--- src/rtl/hrm_pkg.sv ---
// Shared types and constants for the heartbeat rate monitor.
// Used by every module of the block; depends on nothing.
package hrm_pkg;

  typedef enum logic {
    OpEvent = 1'b0,
    OpCheck = 1'b1
  } op_e;

  typedef enum logic [1:0] {
    StNormal   = 2'd0,
    StTooLow   = 2'd1,
    StTooHigh  = 2'd2,
    StNoEvents = 2'd3
  } status_e;

  typedef enum logic {
    RegLowLimit  = 1'b0,
    RegHighLimit = 1'b1
  } reg_e;

  localparam int unsigned DataW = 32;
  localparam int unsigned ScaleW = 20;
  localparam logic [ScaleW-1:0] UsPerSec = 20'd1000000;
  localparam int unsigned FracW = 16;
  localparam int unsigned ProdW = DataW + ScaleW;
  localparam int unsigned DvdW = ProdW + FracW;
  localparam int unsigned StepW = $clog2(DvdW);

  localparam logic [DataW-1:0] LowLimitRst = 32'd11796;
  localparam logic [DataW-1:0] HighLimitRst = 32'd7208960;

  typedef struct packed {
    logic ev_take;
    logic chk_read;
    logic chk_update;
    logic mult;
    logic div_start;
    logic out_load;
  } hrm_cmd_t;

  typedef struct packed {
    logic div_done;
    logic out_free;
  } hrm_sts_t;

endpackage

--- src/rtl/hrm_div.sv ---
// Restoring bit-serial divider with a saturated 32-bit quotient.
// Depends on hrm_pkg for the dividend width and step count.
module hrm_div (
  input  logic                       clk_i,
  input  logic                       rst_ni,
  input  logic                       start_i,
  input  logic [hrm_pkg::DvdW-1:0]   dividend_i,
  input  logic [hrm_pkg::DataW-1:0]  divisor_i,
  output logic                       done_o,
  output logic [hrm_pkg::DataW-1:0]  quot_o
);
  import hrm_pkg::*;

  logic [DvdW-1:0]  dvd_q;
  logic [DataW-1:0] dsr_q;
  logic [DataW-1:0] rem_q;
  logic [DataW-1:0] quo_q;
  logic             ovf_q;
  logic             busy_q;
  logic             done_q;
  logic [StepW-1:0] cnt_q;

  logic [DataW:0]   rem_sh;
  logic [DataW:0]   diff;
  logic             q_bit;

  always_comb begin
    rem_sh = {rem_q, dvd_q[DvdW-1]};
    diff   = rem_sh - {1'b0, dsr_q};
    q_bit  = ~diff[DataW];
  end

  always_ff @(posedge clk_i or negedge rst_ni) begin
    if (!rst_ni) begin
      busy_q <= 1'b0;
      done_q <= 1'b0;
      cnt_q  <= '0;
    end else begin
      done_q <= 1'b0;
      if (start_i) begin
        busy_q <= 1'b1;
        cnt_q  <= '0;
      end else if (busy_q) begin
        cnt_q <= cnt_q + 1'b1;
        if (cnt_q == StepW'(DvdW - 1)) begin
          busy_q <= 1'b0;
          done_q <= 1'b1;
        end
      end
    end
  end

  always_ff @(posedge clk_i) begin
    if (start_i) begin
      dvd_q <= dividend_i;
      dsr_q <= divisor_i;
      rem_q <= '0;
      quo_q <= '0;
      ovf_q <= 1'b0;
    end else if (busy_q) begin
      dvd_q <= {dvd_q[DvdW-2:0], 1'b0};
      rem_q <= q_bit ? diff[DataW-1:0] : rem_sh[DataW-1:0];
      quo_q <= {quo_q[DataW-2:0], q_bit};
      ovf_q <= ovf_q | quo_q[DataW-1];
    end
  end

  assign done_o = done_q;
  assign quot_o = ovf_q ? '1 : quo_q;

endmodule

--- src/rtl/hrm_ctrl.sv ---
// Controller state machine that sequences event and check items.
// Depends on hrm_pkg for the command and status structs.
module hrm_ctrl (
  input  logic              clk_i,
  input  logic              rst_ni,
  input  logic              in_valid_i,
  input  logic              op_i,
  output logic              in_stall_o,
  input  hrm_pkg::hrm_sts_t sts_i,
  output hrm_pkg::hrm_cmd_t cmd_o
);
  import hrm_pkg::*;

  typedef enum logic [2:0] {
    SIdle,
    SCalc,
    SMult,
    SDivStart,
    SDivWait,
    SFinish
  } state_e;

  state_e state_q;
  logic   take;

  assign take = (state_q == SIdle) && in_valid_i;

  always_ff @(posedge clk_i or negedge rst_ni) begin
    if (!rst_ni) begin
      state_q <= SIdle;
    end else begin
      case (state_q)
        SIdle: begin
          if (take && (op_i == OpCheck)) begin
            state_q <= SCalc;
          end
        end
        SCalc:     state_q <= SMult;
        SMult:     state_q <= SDivStart;
        SDivStart: state_q <= SDivWait;
        SDivWait: begin
          if (sts_i.div_done) begin
            state_q <= SFinish;
          end
        end
        SFinish: begin
          if (sts_i.out_free) begin
            state_q <= SIdle;
          end
        end
        default: state_q <= SIdle;
      endcase
    end
  end

  always_comb begin
    cmd_o            = '0;
    cmd_o.ev_take    = take && (op_i == OpEvent);
    cmd_o.chk_read   = take && (op_i == OpCheck);
    cmd_o.chk_update = (state_q == SCalc);
    cmd_o.mult       = (state_q == SMult);
    cmd_o.div_start  = (state_q == SDivStart);
    cmd_o.out_load   = (state_q == SFinish) && sts_i.out_free;
  end

  assign in_stall_o = (state_q != SIdle);

endmodule

--- src/rtl/hrm_datapath.sv ---
// Datapath: event counter, held heartbeat fields, sample ring, rate
// arithmetic, classification and output register. Uses hrm_pkg and hrm_div.
module hrm_datapath #(
  parameter int unsigned WINDOW_DEPTH = 10
) (
  input  logic                      clk_i,
  input  logic                      rst_ni,
  input  hrm_pkg::hrm_cmd_t         cmd_i,
  output hrm_pkg::hrm_sts_t         sts_o,
  input  logic [31:0]               now_us_i,
  input  logic [7:0]                hb_type_i,
  input  logic [7:0]                hb_autopilot_i,
  input  logic [7:0]                hb_base_mode_i,
  input  logic [31:0]               hb_custom_mode_i,
  input  logic [7:0]                hb_system_status_i,
  input  logic [31:0]               low_limit_i,
  input  logic [31:0]               high_limit_i,
  input  logic                      out_stall_i,
  output logic                      out_valid_o,
  output logic [1:0]                status_code_o,
  output logic [31:0]               window_events_o,
  output logic [31:0]               total_events_o,
  output logic [31:0]               window_us_o,
  output logic [31:0]               rate_q16_o,
  output logic [7:0]                last_type_o,
  output logic [7:0]                last_autopilot_o,
  output logic [7:0]                last_base_mode_o,
  output logic [31:0]               last_custom_mode_o,
  output logic [7:0]                last_system_status_o
);
  import hrm_pkg::*;

  localparam int unsigned IdxW = (WINDOW_DEPTH > 1) ? $clog2(WINDOW_DEPTH) : 1;

  logic [DataW-1:0] event_count_q;
  logic [7:0]       held_type_q;
  logic [7:0]       held_autopilot_q;
  logic [7:0]       held_base_mode_q;
  logic [31:0]      held_custom_mode_q;
  logic [7:0]       held_system_status_q;

  logic [DataW-1:0] time_mem [WINDOW_DEPTH];
  logic [DataW-1:0] count_mem [WINDOW_DEPTH];
  logic [WINDOW_DEPTH-1:0] slot_valid_q;
  logic [IdxW-1:0]  ring_idx_q;

  logic [DataW-1:0] now_q;
  logic [DataW-1:0] rd_time_q;
  logic [DataW-1:0] rd_count_q;
  logic             rd_valid_q;
  logic [DataW-1:0] events_q;
  logic [DataW-1:0] span_q;
  logic [ProdW-1:0] prod_q;

  logic             div_done;
  logic [DataW-1:0] div_quot;
  logic [DataW-1:0] rate;
  status_e          code;

  logic             out_valid_q;
  logic [1:0]       status_q;
  logic [DataW-1:0] win_events_q;
  logic [DataW-1:0] total_q;
  logic [DataW-1:0] win_us_q;
  logic [DataW-1:0] rate_q;
  logic [7:0]       last_type_q;
  logic [7:0]       last_autopilot_q;
  logic [7:0]       last_base_mode_q;
  logic [31:0]      last_custom_mode_q;
  logic [7:0]       last_system_status_q;

  always_ff @(posedge clk_i or negedge rst_ni) begin
    if (!rst_ni) begin
      event_count_q        <= '0;
      held_type_q          <= '0;
      held_autopilot_q     <= '0;
      held_base_mode_q     <= '0;
      held_custom_mode_q   <= '0;
      held_system_status_q <= '0;
    end else if (cmd_i.ev_take) begin
      event_count_q        <= event_count_q + 1'b1;
      held_type_q          <= hb_type_i;
      held_autopilot_q     <= hb_autopilot_i;
      held_base_mode_q     <= hb_base_mode_i;
      held_custom_mode_q   <= hb_custom_mode_i;
      held_system_status_q <= hb_system_status_i;
    end
  end

  always_ff @(posedge clk_i or negedge rst_ni) begin
    if (!rst_ni) begin
      slot_valid_q <= '0;
      ring_idx_q   <= '0;
    end else if (cmd_i.chk_update) begin
      slot_valid_q[ring_idx_q] <= 1'b1;
      if (ring_idx_q == IdxW'(WINDOW_DEPTH - 1)) begin
        ring_idx_q <= '0;
      end else begin
        ring_idx_q <= ring_idx_q + 1'b1;
      end
    end
  end

  always_ff @(posedge clk_i) begin
    if (cmd_i.chk_update) begin
      time_mem[ring_idx_q]  <= now_q;
      count_mem[ring_idx_q] <= event_count_q;
    end
  end

  always_ff @(posedge clk_i) begin
    if (cmd_i.chk_read) begin
      now_q      <= now_us_i;
      rd_time_q  <= time_mem[ring_idx_q];
      rd_count_q <= count_mem[ring_idx_q];
      rd_valid_q <= slot_valid_q[ring_idx_q];
    end
    if (cmd_i.chk_update) begin
      events_q <= event_count_q - (rd_valid_q ? rd_count_q : '0);
      span_q   <= now_q - (rd_valid_q ? rd_time_q : '0);
    end
    if (cmd_i.mult) begin
      prod_q <= events_q * UsPerSec;
    end
  end

  hrm_div u_div (
    .clk_i      (clk_i),
    .rst_ni     (rst_ni),
    .start_i    (cmd_i.div_start),
    .dividend_i ({prod_q, {FracW{1'b0}}}),
    .divisor_i  (span_q),
    .done_o     (div_done),
    .quot_o     (div_quot)
  );

  always_comb begin
    rate = (span_q == '0) ? '1 : div_quot;
    if (events_q == '0) begin
      code = StNoEvents;
    end else if (rate < low_limit_i) begin
      code = StTooLow;
    end else if (rate > high_limit_i) begin
      code = StTooHigh;
    end else begin
      code = StNormal;
    end
  end

  always_ff @(posedge clk_i or negedge rst_ni) begin
    if (!rst_ni) begin
      out_valid_q <= 1'b0;
    end else if (cmd_i.out_load) begin
      out_valid_q <= 1'b1;
    end else if (!out_stall_i) begin
      out_valid_q <= 1'b0;
    end
  end

  always_ff @(posedge clk_i) begin
    if (cmd_i.out_load) begin
      status_q             <= code;
      win_events_q         <= events_q;
      total_q              <= event_count_q;
      win_us_q             <= span_q;
      rate_q               <= rate;
      last_type_q          <= held_type_q;
      last_autopilot_q     <= held_autopilot_q;
      last_base_mode_q     <= held_base_mode_q;
      last_custom_mode_q   <= held_custom_mode_q;
      last_system_status_q <= held_system_status_q;
    end
  end

  assign sts_o.div_done = div_done;
  assign sts_o.out_free = ~out_valid_q | ~out_stall_i;

  assign out_valid_o          = out_valid_q;
  assign status_code_o        = status_q;
  assign window_events_o      = win_events_q;
  assign total_events_o       = total_q;
  assign window_us_o          = win_us_q;
  assign rate_q16_o           = rate_q;
  assign last_type_o          = last_type_q;
  assign last_autopilot_o     = last_autopilot_q;
  assign last_base_mode_o     = last_base_mode_q;
  assign last_custom_mode_o   = last_custom_mode_q;
  assign last_system_status_o = last_system_status_q;

endmodule

--- src/rtl/heartbeat_rate_monitor.sv ---
// Top level of the heartbeat rate monitor: register port and assembly.
// Depends on hrm_pkg, hrm_ctrl and hrm_datapath.
//
// A heartbeat event item gives no result and leaves the block idle. A check
// item occupies the block from its transfer until its result is in the output
// register, mostly in the bit-serial divider that resolves one of the 68
// dividend bits per cycle; the next item is taken once that result is loaded,
// even if it has not yet been taken downstream. The sample ring needs no
// clearing pass: each slot has a valid bit that reset clears, and an unwritten
// slot reads as zero time and zero count. The rate is events times 10^6 times
// 2^16 over the window in microseconds, truncated and saturated to all ones.
// Limits are written over the register port at byte offsets 0 (low) and 4
// (high); the user must write them only while the block is idle, as the block itself does not enforce it.
module heartbeat_rate_monitor #(
  parameter int unsigned WINDOW_DEPTH = 10
) (
  input  logic        clk_i,
  input  logic        rst_ni,
  input  logic        psel,
  input  logic        penable,
  input  logic        pwrite,
  input  logic [2:0]  paddr,
  input  logic [31:0] pwdata,
  output logic [31:0] prdata,
  output logic        pready,
  input  logic        in_valid_i,
  output logic        in_stall_o,
  input  logic        op_i,
  input  logic [31:0] now_us_i,
  input  logic [7:0]  hb_type_i,
  input  logic [7:0]  hb_autopilot_i,
  input  logic [7:0]  hb_base_mode_i,
  input  logic [31:0] hb_custom_mode_i,
  input  logic [7:0]  hb_system_status_i,
  output logic        out_valid_o,
  input  logic        out_stall_i,
  output logic [1:0]  status_code_o,
  output logic [31:0] window_events_o,
  output logic [31:0] total_events_o,
  output logic [31:0] window_us_o,
  output logic [31:0] rate_q16_o,
  output logic [7:0]  last_type_o,
  output logic [7:0]  last_autopilot_o,
  output logic [7:0]  last_base_mode_o,
  output logic [31:0] last_custom_mode_o,
  output logic [7:0]  last_system_status_o
);
  import hrm_pkg::*;

  logic [DataW-1:0] low_limit_q;
  logic [DataW-1:0] high_limit_q;
  logic             reg_wr;
  reg_e             reg_sel;
  hrm_cmd_t         cmd;
  hrm_sts_t         sts;

  assign pready  = 1'b1;
  assign reg_sel = reg_e'(paddr[2]);
  assign reg_wr  = psel && penable && pwrite && pready;

  always_ff @(posedge clk_i or negedge rst_ni) begin
    if (!rst_ni) begin
      low_limit_q  <= LowLimitRst;
      high_limit_q <= HighLimitRst;
    end else if (reg_wr) begin
      case (reg_sel)
        RegLowLimit:  low_limit_q  <= pwdata;
        RegHighLimit: high_limit_q <= pwdata;
        default: begin
        end
      endcase
    end
  end

  assign prdata = (reg_sel == RegHighLimit) ? high_limit_q : low_limit_q;

  hrm_ctrl u_ctrl (
    .clk_i      (clk_i),
    .rst_ni     (rst_ni),
    .in_valid_i (in_valid_i),
    .op_i       (op_i),
    .in_stall_o (in_stall_o),
    .sts_i      (sts),
    .cmd_o      (cmd)
  );

  hrm_datapath #(
    .WINDOW_DEPTH (WINDOW_DEPTH)
  ) u_datapath (
    .clk_i                (clk_i),
    .rst_ni               (rst_ni),
    .cmd_i                (cmd),
    .sts_o                (sts),
    .now_us_i             (now_us_i),
    .hb_type_i            (hb_type_i),
    .hb_autopilot_i       (hb_autopilot_i),
    .hb_base_mode_i       (hb_base_mode_i),
    .hb_custom_mode_i     (hb_custom_mode_i),
    .hb_system_status_i   (hb_system_status_i),
    .low_limit_i          (low_limit_q),
    .high_limit_i         (high_limit_q),
    .out_stall_i          (out_stall_i),
    .out_valid_o          (out_valid_o),
    .status_code_o        (status_code_o),
    .window_events_o      (window_events_o),
    .total_events_o       (total_events_o),
    .window_us_o          (window_us_o),
    .rate_q16_o           (rate_q16_o),
    .last_type_o          (last_type_o),
    .last_autopilot_o     (last_autopilot_o),
    .last_base_mode_o     (last_base_mode_o),
    .last_custom_mode_o   (last_custom_mode_o),
    .last_system_status_o (last_system_status_o)
  );

  a_check_blocks_input: assert property (@(posedge clk_i) disable iff (!rst_ni)
    (in_valid_i && !in_stall_o && (op_i == OpCheck)) |=> in_stall_o)
    else $error("input taken while a check transfer is in progress");

  a_no_events_code: assert property (@(posedge clk_i) disable iff (!rst_ni)
    out_valid_o |-> ((status_code_o == StNoEvents) == (window_events_o == '0)))
    else $error("no-events code disagrees with the window event count");

  a_zero_window_rate: assert property (@(posedge clk_i) disable iff (!rst_ni)
    (out_valid_o && (window_us_o == '0)) |-> (rate_q16_o == '1))
    else $error("zero window did not give a saturated rate");

endmodule
--- config.mk ---
export PLATFORM = sky130hd
export DESIGN_NAME = heartbeat_rate_monitor
export DESIGN_NICKNAME = d
export VERILOG_FILES = /design/src/rtl/hrm_pkg.sv /design/src/rtl/hrm_div.sv /design/src/rtl/hrm_ctrl.sv /design/src/rtl/hrm_datapath.sv /design/src/rtl/heartbeat_rate_monitor.sv
export SDC_FILE = /design/constraint.sdc
export NUM_CORES = 2
export LEC_CHECK = 0
export BUFFER_PORTS_ARGS = -buffer_cell sky130_fd_sc_hd__buf_2
export CORE_MARGIN = 2
export CORE_UTILIZATION = 50
export DETAILED_ROUTE_END_ITERATION = 6
export GPL_TIMING_DRIVEN = 0
export PLACE_DENSITY = 0.76
export SETUP_SLACK_MARGIN = 0.2
export SLEW_MARGIN = 0
export SYNTH_ARGS = -nofsm -noshare
export SYNTH_HDL_FRONTEND = slang
export SYNTH_HIERARCHICAL = 1
export SYNTH_SLANG_ARGS = --single-unit
--- constraint.sdc ---
create_clock -name clk_i -period 13.4 [get_ports clk_i]
set_clock_uncertainty 0.1 [all_clocks]
set_input_delay 1.34 -clock clk_i [delete_from_list [all_inputs] [get_ports clk_i]]
set_output_delay 1.34 -clock clk_i [all_outputs]
set_load 0.02 [all_outputs]
Word level (Yosys, flattened, before mapping) --
Memories as Yosys holds them, arrays and structs flattened. A register that Yosys moved wholly into a read port is not among the register bits. Cells that the tools add are included. W data, S select, Z words.
Storage, ports and cells: flip-flop bits (word level) 673, RAM bits 640, input port bits 139, output and inout bits 229, memories kept 2
Memory list:
- u_datapath.count_mem | words 10, bits a word 32, rd ports 1, clocked after memory_dff 1, write ports 1, line hrm_datapath.sv:43 | logic [DataW-1:0] count_mem [WINDOW_DEPTH];
- u_datapath.time_mem | words 10, bits a word 32, rd ports 1, clocked after memory_dff 1, write ports 1, line hrm_datapath.sv:42 | logic [DataW-1:0] time_mem [WINDOW_DEPTH];
Cells by class: add/subtract/negate cells 6, multipliers 1, order comparisons 4, eq/ne operators 11, multiplexer cells 31, bitwise operators 8, reductions and logical operators 16
Operator list (count):
- $mux W32 | 6
- $mux W68 | 2
- $logic_not A32 Y1 | 2
- $sub A32 B32 Y32 | 2
- $mul A32 B14 Y46 const B | 1
- $sub A33 B32 Y33 | 1
- $add A32 B1 Y32 const B | 1
- $gt A32 B32 Y1 | 1
- $lt A32 B32 Y1 | 1
- $pmux W3 S6 | 1
- $mux W7 | 2
- $mux W1 | 12
- $or A10 B10 Y10 | 1
- $mux W3 | 3
- $add A7 B1 Y7 const B | 1
- $eq A7 B7 Y1 const B | 1
- $logic_and A1 B1 Y1 | 7
- $eq A3 B2 Y1 const B | 2
- $eq A3 B3 Y1 const B | 2
- $ne A2 B1 Y1 const B | 3
- $lt A4 B5 Y1 const B | 1
- $not A1 Y1 | 5
- $add A4 B1 Y4 const B | 1
- $bmux W1 S4 | 1
- 14 further kinds | 17

Logic depth before layout (Yosys ltp) --
depth in word-level cells 5, depth in mapped cells 23

Cells and area by module --
Netlist, hierarchy kept.
By module, submodules not included:
- hrm_datapath | times used 1, cells an instance 3305, area each 52904.5 µm²
- hrm_div | times used 1, cells an instance 773, area each 8862.2 µm²
- heartbeat_rate_monitor | times used 1, cells an instance 174, area each 2925.3 µm²
- hrm_ctrl | times used 1, cells an instance 23, area each 195.2 µm²

Worst setup path before layout --
Ideal clock, no wire load.
path type register to register, start register u_ctrl.state_q[2], end register u_datapath.slot_valid_q[8], library setup time 0.106 ns, arrival 13.319 ns, required time 13.194 ns, slack -0.125 ns, cell stages (with the launch flop) 5, buffers on the path 0, path through dfrtp_1 > nor3b_1 > nor2b_1 > nor4b_1 > or2_2
RTL lines:
- start, declared | line hrm_ctrl.sv:23 | state_e state_q;
- start signal, assigned | line hrm_ctrl.sv:30 | state_q <= SIdle;
- start signal, assigned | line hrm_ctrl.sv:35 | state_q <= SCalc;
- start signal, assigned | line hrm_ctrl.sv:38 | SCalc: state_q <= SMult;
- end signal, assigned | line hrm_datapath.sv:92 | slot_valid_q <= '0;
- end signal, assigned by index | line hrm_datapath.sv:95 | slot_valid_q[ring_idx_q] <= 1'b1;
- end, declared | line hrm_datapath.sv:44 | logic [WINDOW_DEPTH-1:0] slot_valid_q;

Worst setup path in the final report --
start register u_datapath.events_q[17], end register u_datapath.prod_q[51], data pin
On the way: word-level cells in the longest chain between the ends 1
Ends and longest elaborated chain:
- start, declared | line hrm_datapath.sv:51 | logic [DataW-1:0] events_q;
- start signal, assigned | line hrm_datapath.sv:119 | events_q <= event_count_q - (rd_valid_q ? rd_count_q : '0);
- $mul A32 B14 Y46 | line hrm_datapath.sv:123 | prod_q <= events_q * UsPerSec;
- end signal, assigned | line hrm_datapath.sv:123
- end, declared | line hrm_datapath.sv:53 | logic [ProdW-1:0] prod_q;
No other way between the ends. A chain may end at the register's enable or synchronous reset.

==> metrics <==
outcome=complete, no violations; gr ovfl total=0; top cells by area, synth=edfxtp_1 (53%), dfrtp_1 (6.8%), ha_1 (6.3%); dpl hpwl=102 mm; Slew Viols, Final=0; crit-path cells=inv_1 > fa_1 > fa_1 > inv_1 > fa_1 > fa_1 > ha_1 > inv_1 > fa_1 > inv_1 > ha_1 > clkbuf_1 > a21o_1 > a21o_1 > a21oi_1 > nor2b_1 > o21ai_0 > nor4b_1 > a211o_1 > nand2_1 > a311o_1; Post-Syn Area=64900 um2; main combinational cell family by area after synthesis=multiplexers; Worst path most repeated cell=fa_1; Compound-Gate Fraction of Synth Area=0.0615; clock-pin slew on the worst setup and hold paths=0.06 ns; number of fill cells=9887; I/O pins=368; Final min period=7.05 ns; slowest cell on the critical path=edfxtp_1; Reg-to-Reg Start=u_datapath/events_q[17]; CTS tree=yes; Min Hold Slack=0.343 ns; R2R cell count=21; final core utilization=0.579; Die Y=364 um; DR WL/cell=21.3 um; Skew-Pair Late Insertion Delay=0.76 ns; Final nets=5474; postcts setup bufs=0; cts bufs inserted=146; PortBufs=363; worst slack, placed=6.38 ns; DRC Markers=0; crit start category=flip-flop; Max-Slew Margin vs Limit=0.194; Critical Path AT=7.41 ns; Syn. warnings=6; synthesized area per cell=15.2 um2; Async SR Flop Fraction=0.134; Post-synth top cells=edfxtp_1 (1141), ha_1 (328), inv_1 (328); setup violators final=0; multiplexer share of the synthesized area=0.106; RR Endpoint=u_datapath/prod_q[51]; cells after synthesis=4275; H-tree Lvls=4; max incr delay on CP=0.62 ns; fin worst setup slack=6.35 ns; Tightest Hold Check Type=flip-flop to flip-flop; clk root buf=clkbuf_16; CP max FO=7; remaining antenna violation count=0; number of synthesized flops with an enable pin=1141; cts hold-fix bufs=0; Distinct cells, synth=107; post-synthesis sequential area ratio=0.620; Synth Register Bits=1393; Max Cap Viol=0; Setup TNS=0 ns; # rows=132; WS Path Type=flip-flop to flip-flop; GRT Total Usage=0.215; largest net degree at the start of global routing=97; DRT Wirelength=143 mm; Layout Area Growth over Synthesis=15.2%; reg2reg setup slack=6.35 ns; CTS Buffer Depth=3; layout cells sized above 1=0.231; DR vias=37300; most frequent cell after synthesis=edfxtp_1; RSZ-0062 raised after global routing=no; Slew @ Worst Pin=1.21 ns; hold wc startpoint=u_datapath/held_custom_mode_q[24]; Fmax achieved=142 MHz; xor-xnor portion of the synthesized cell area=0.0215; vias in the first global route=37800; area leader, netlist=edfxtp_1; initial antenna violation count=9; starting density of the core=0.502; Sink Count=1393; post-CTS resize count=0; final period utilization=0.526; 1st-pass router iterations=7; top-area cell type share of the netlist area=0.528; RePlAce Congestion=0.876; global-route wire length before repair=219 mm; worst hold endpoint=u_datapath/last_custom_mode_o[24]; Die Footprint=133000 um2; DR iter-0 viols=3105; Die W=364 um; Final Hold Fails=0; hold path depth=0; CP Capture Type=flip-flop; Post-Synth Simple-Gate Area=0.0559; core area=129000 um2; DR vias/cell=5.54; Synth Flop Type=edfxtp_1; Required @ worst endpoint=13.76 ns; adder-cell share of the synthesized area=0.106
==> metal layers <==
layer	track usage	part of all wire	vias to the layer above
met4	0.0772	0.030	6
li1	-	-	17100
met2	0.357	0.49	1238
met3	0.0369	0.060	247
met1	0.286	0.42	18700
met5	0	0.00029	-
==> worst max-delay path by stage <==
stage	slack [ns]	depth (start not counted)	end	start
detailed placement	6.38	21	u_datapath/prod_q[51]	u_datapath/events_q[17]
floorplan	0.31	4	u_datapath/slot_valid_q[9]	u_ctrl/state_q[2]
CTS	6.40	21	u_datapath/prod_q[51]	u_datapath/events_q[17]
finish	6.35	21	u_datapath/prod_q[51]	u_datapath/events_q[17]
global placement	-6.45	4	u_datapath/slot_valid_q[9]	u_ctrl/state_q[2]
global route	6.01	21	u_datapath/prod_q[51]	u_datapath/events_q[17]
==> sequential cells by signal, summed over array words and instances (netlist names), 32 cells and up <==
name,flops
u_datapath/rd_count_q,32
u_datapath/count_mem,320
u_datapath/event_count_q,32
u_datapath/events_q,32
u_datapath/held_custom_mode_q,32
u_datapath/span_q,32
u_datapath/u_div/rem_q,32
u_datapath/u_div/dvd_q,68
high_limit_q,32
u_datapath/u_div/quo_q,32
u_datapath/prod_q,46
u_datapath/window_us_o,32
u_datapath/total_events_o,32
u_datapath/now_q,32
u_datapath/window_events_o,32
low_limit_q,32
u_datapath/time_mem,320
u_datapath/last_custom_mode_o,32
u_datapath/rate_q16_o,32
u_datapath/rd_time_q,32
u_datapath/u_div/dsr_q,32
==> cells by family (layout without fill, tap and decap cells) <==
family	Yosys count	after routing
other	2	27
AND/OR/NAND/NOR	701	701
XOR/XNOR	157	157
AO/OA/AOI/OAI	598	598
multiplexers	484	484
buffers and inverters	474	1168
flip-flops	1393	1393
adder cells (fa/ha/maj)	466	466
==> area by class of cell <==
cell class | count | area, um2 | area share
flip-flops and latches | 1393 | 40300 | 0.539
multi-input cells | 2429 | 22900 | 0.307
clock buffers | 202 | 4140 | 0.0554
repair buffers | 425 | 2770 | 0.0371
well taps | 1742 | 2180 | 0.0292
inverters | 329 | 1240 | 0.0166
plain buffers | 145 | 638 | 0.00854
clock inverters | 67 | 558 | 0.00747
diodes | 4 | 10.0 | 0.000134
==> critical path, delay by kind of cell, from the launching register on <==
kind,cells,cell delay (ns)
AOI/OAI and AO/OA,6,1.49
adders and majority gates,7,3.19
buffers and inverters,5,0.63
DFF,1,0.62
and+or+nand+nor,3,0.72
==> placed cells by master, fill, tap and decap left out, types with 20 or more instances in the layout <==
cell type,instances
edfxtp_1,1141
buf_2,372
ha_1,328
inv_1,327
a21oi_1,204
mux2_2,195
dfrtp_1,176
nand2_1,164
clkbuf_16,152
nor2_1,141
fa_1,138
clkbuf_1,130
mux4_2,130
mux2i_1,126
xnor2_1,107
a211oi_1,91
nor2b_1,85
or2_2,79
o21ai_0,75
a21o_1,74
dfxtp_1,65
xor2_1,49
nand4_1,41
nand3_1,39
buf_6,31
mux2_4,30
buf_1,28
nand2b_1,25
clkinv_1,24
conb_1,23
nor3_1,23
and3_1,21
clkinv_2,20
o21a_1,20
==> per-stage QoR <==
| step | cells | area, um2 |
|---|---|---|
| floorplan | 4296 | 65000 |
| global placement | 6401 | 69000 |
| detailed placement | 6463 | 70000 |
| CTS | 6732 | 74700 |
| global route | 6735 | 74700 |
| finish | 6736 | 74700 |
Power is not shown: default switching activity piles up to over one toggle a cycle in this logic, so the estimate is an artifact.
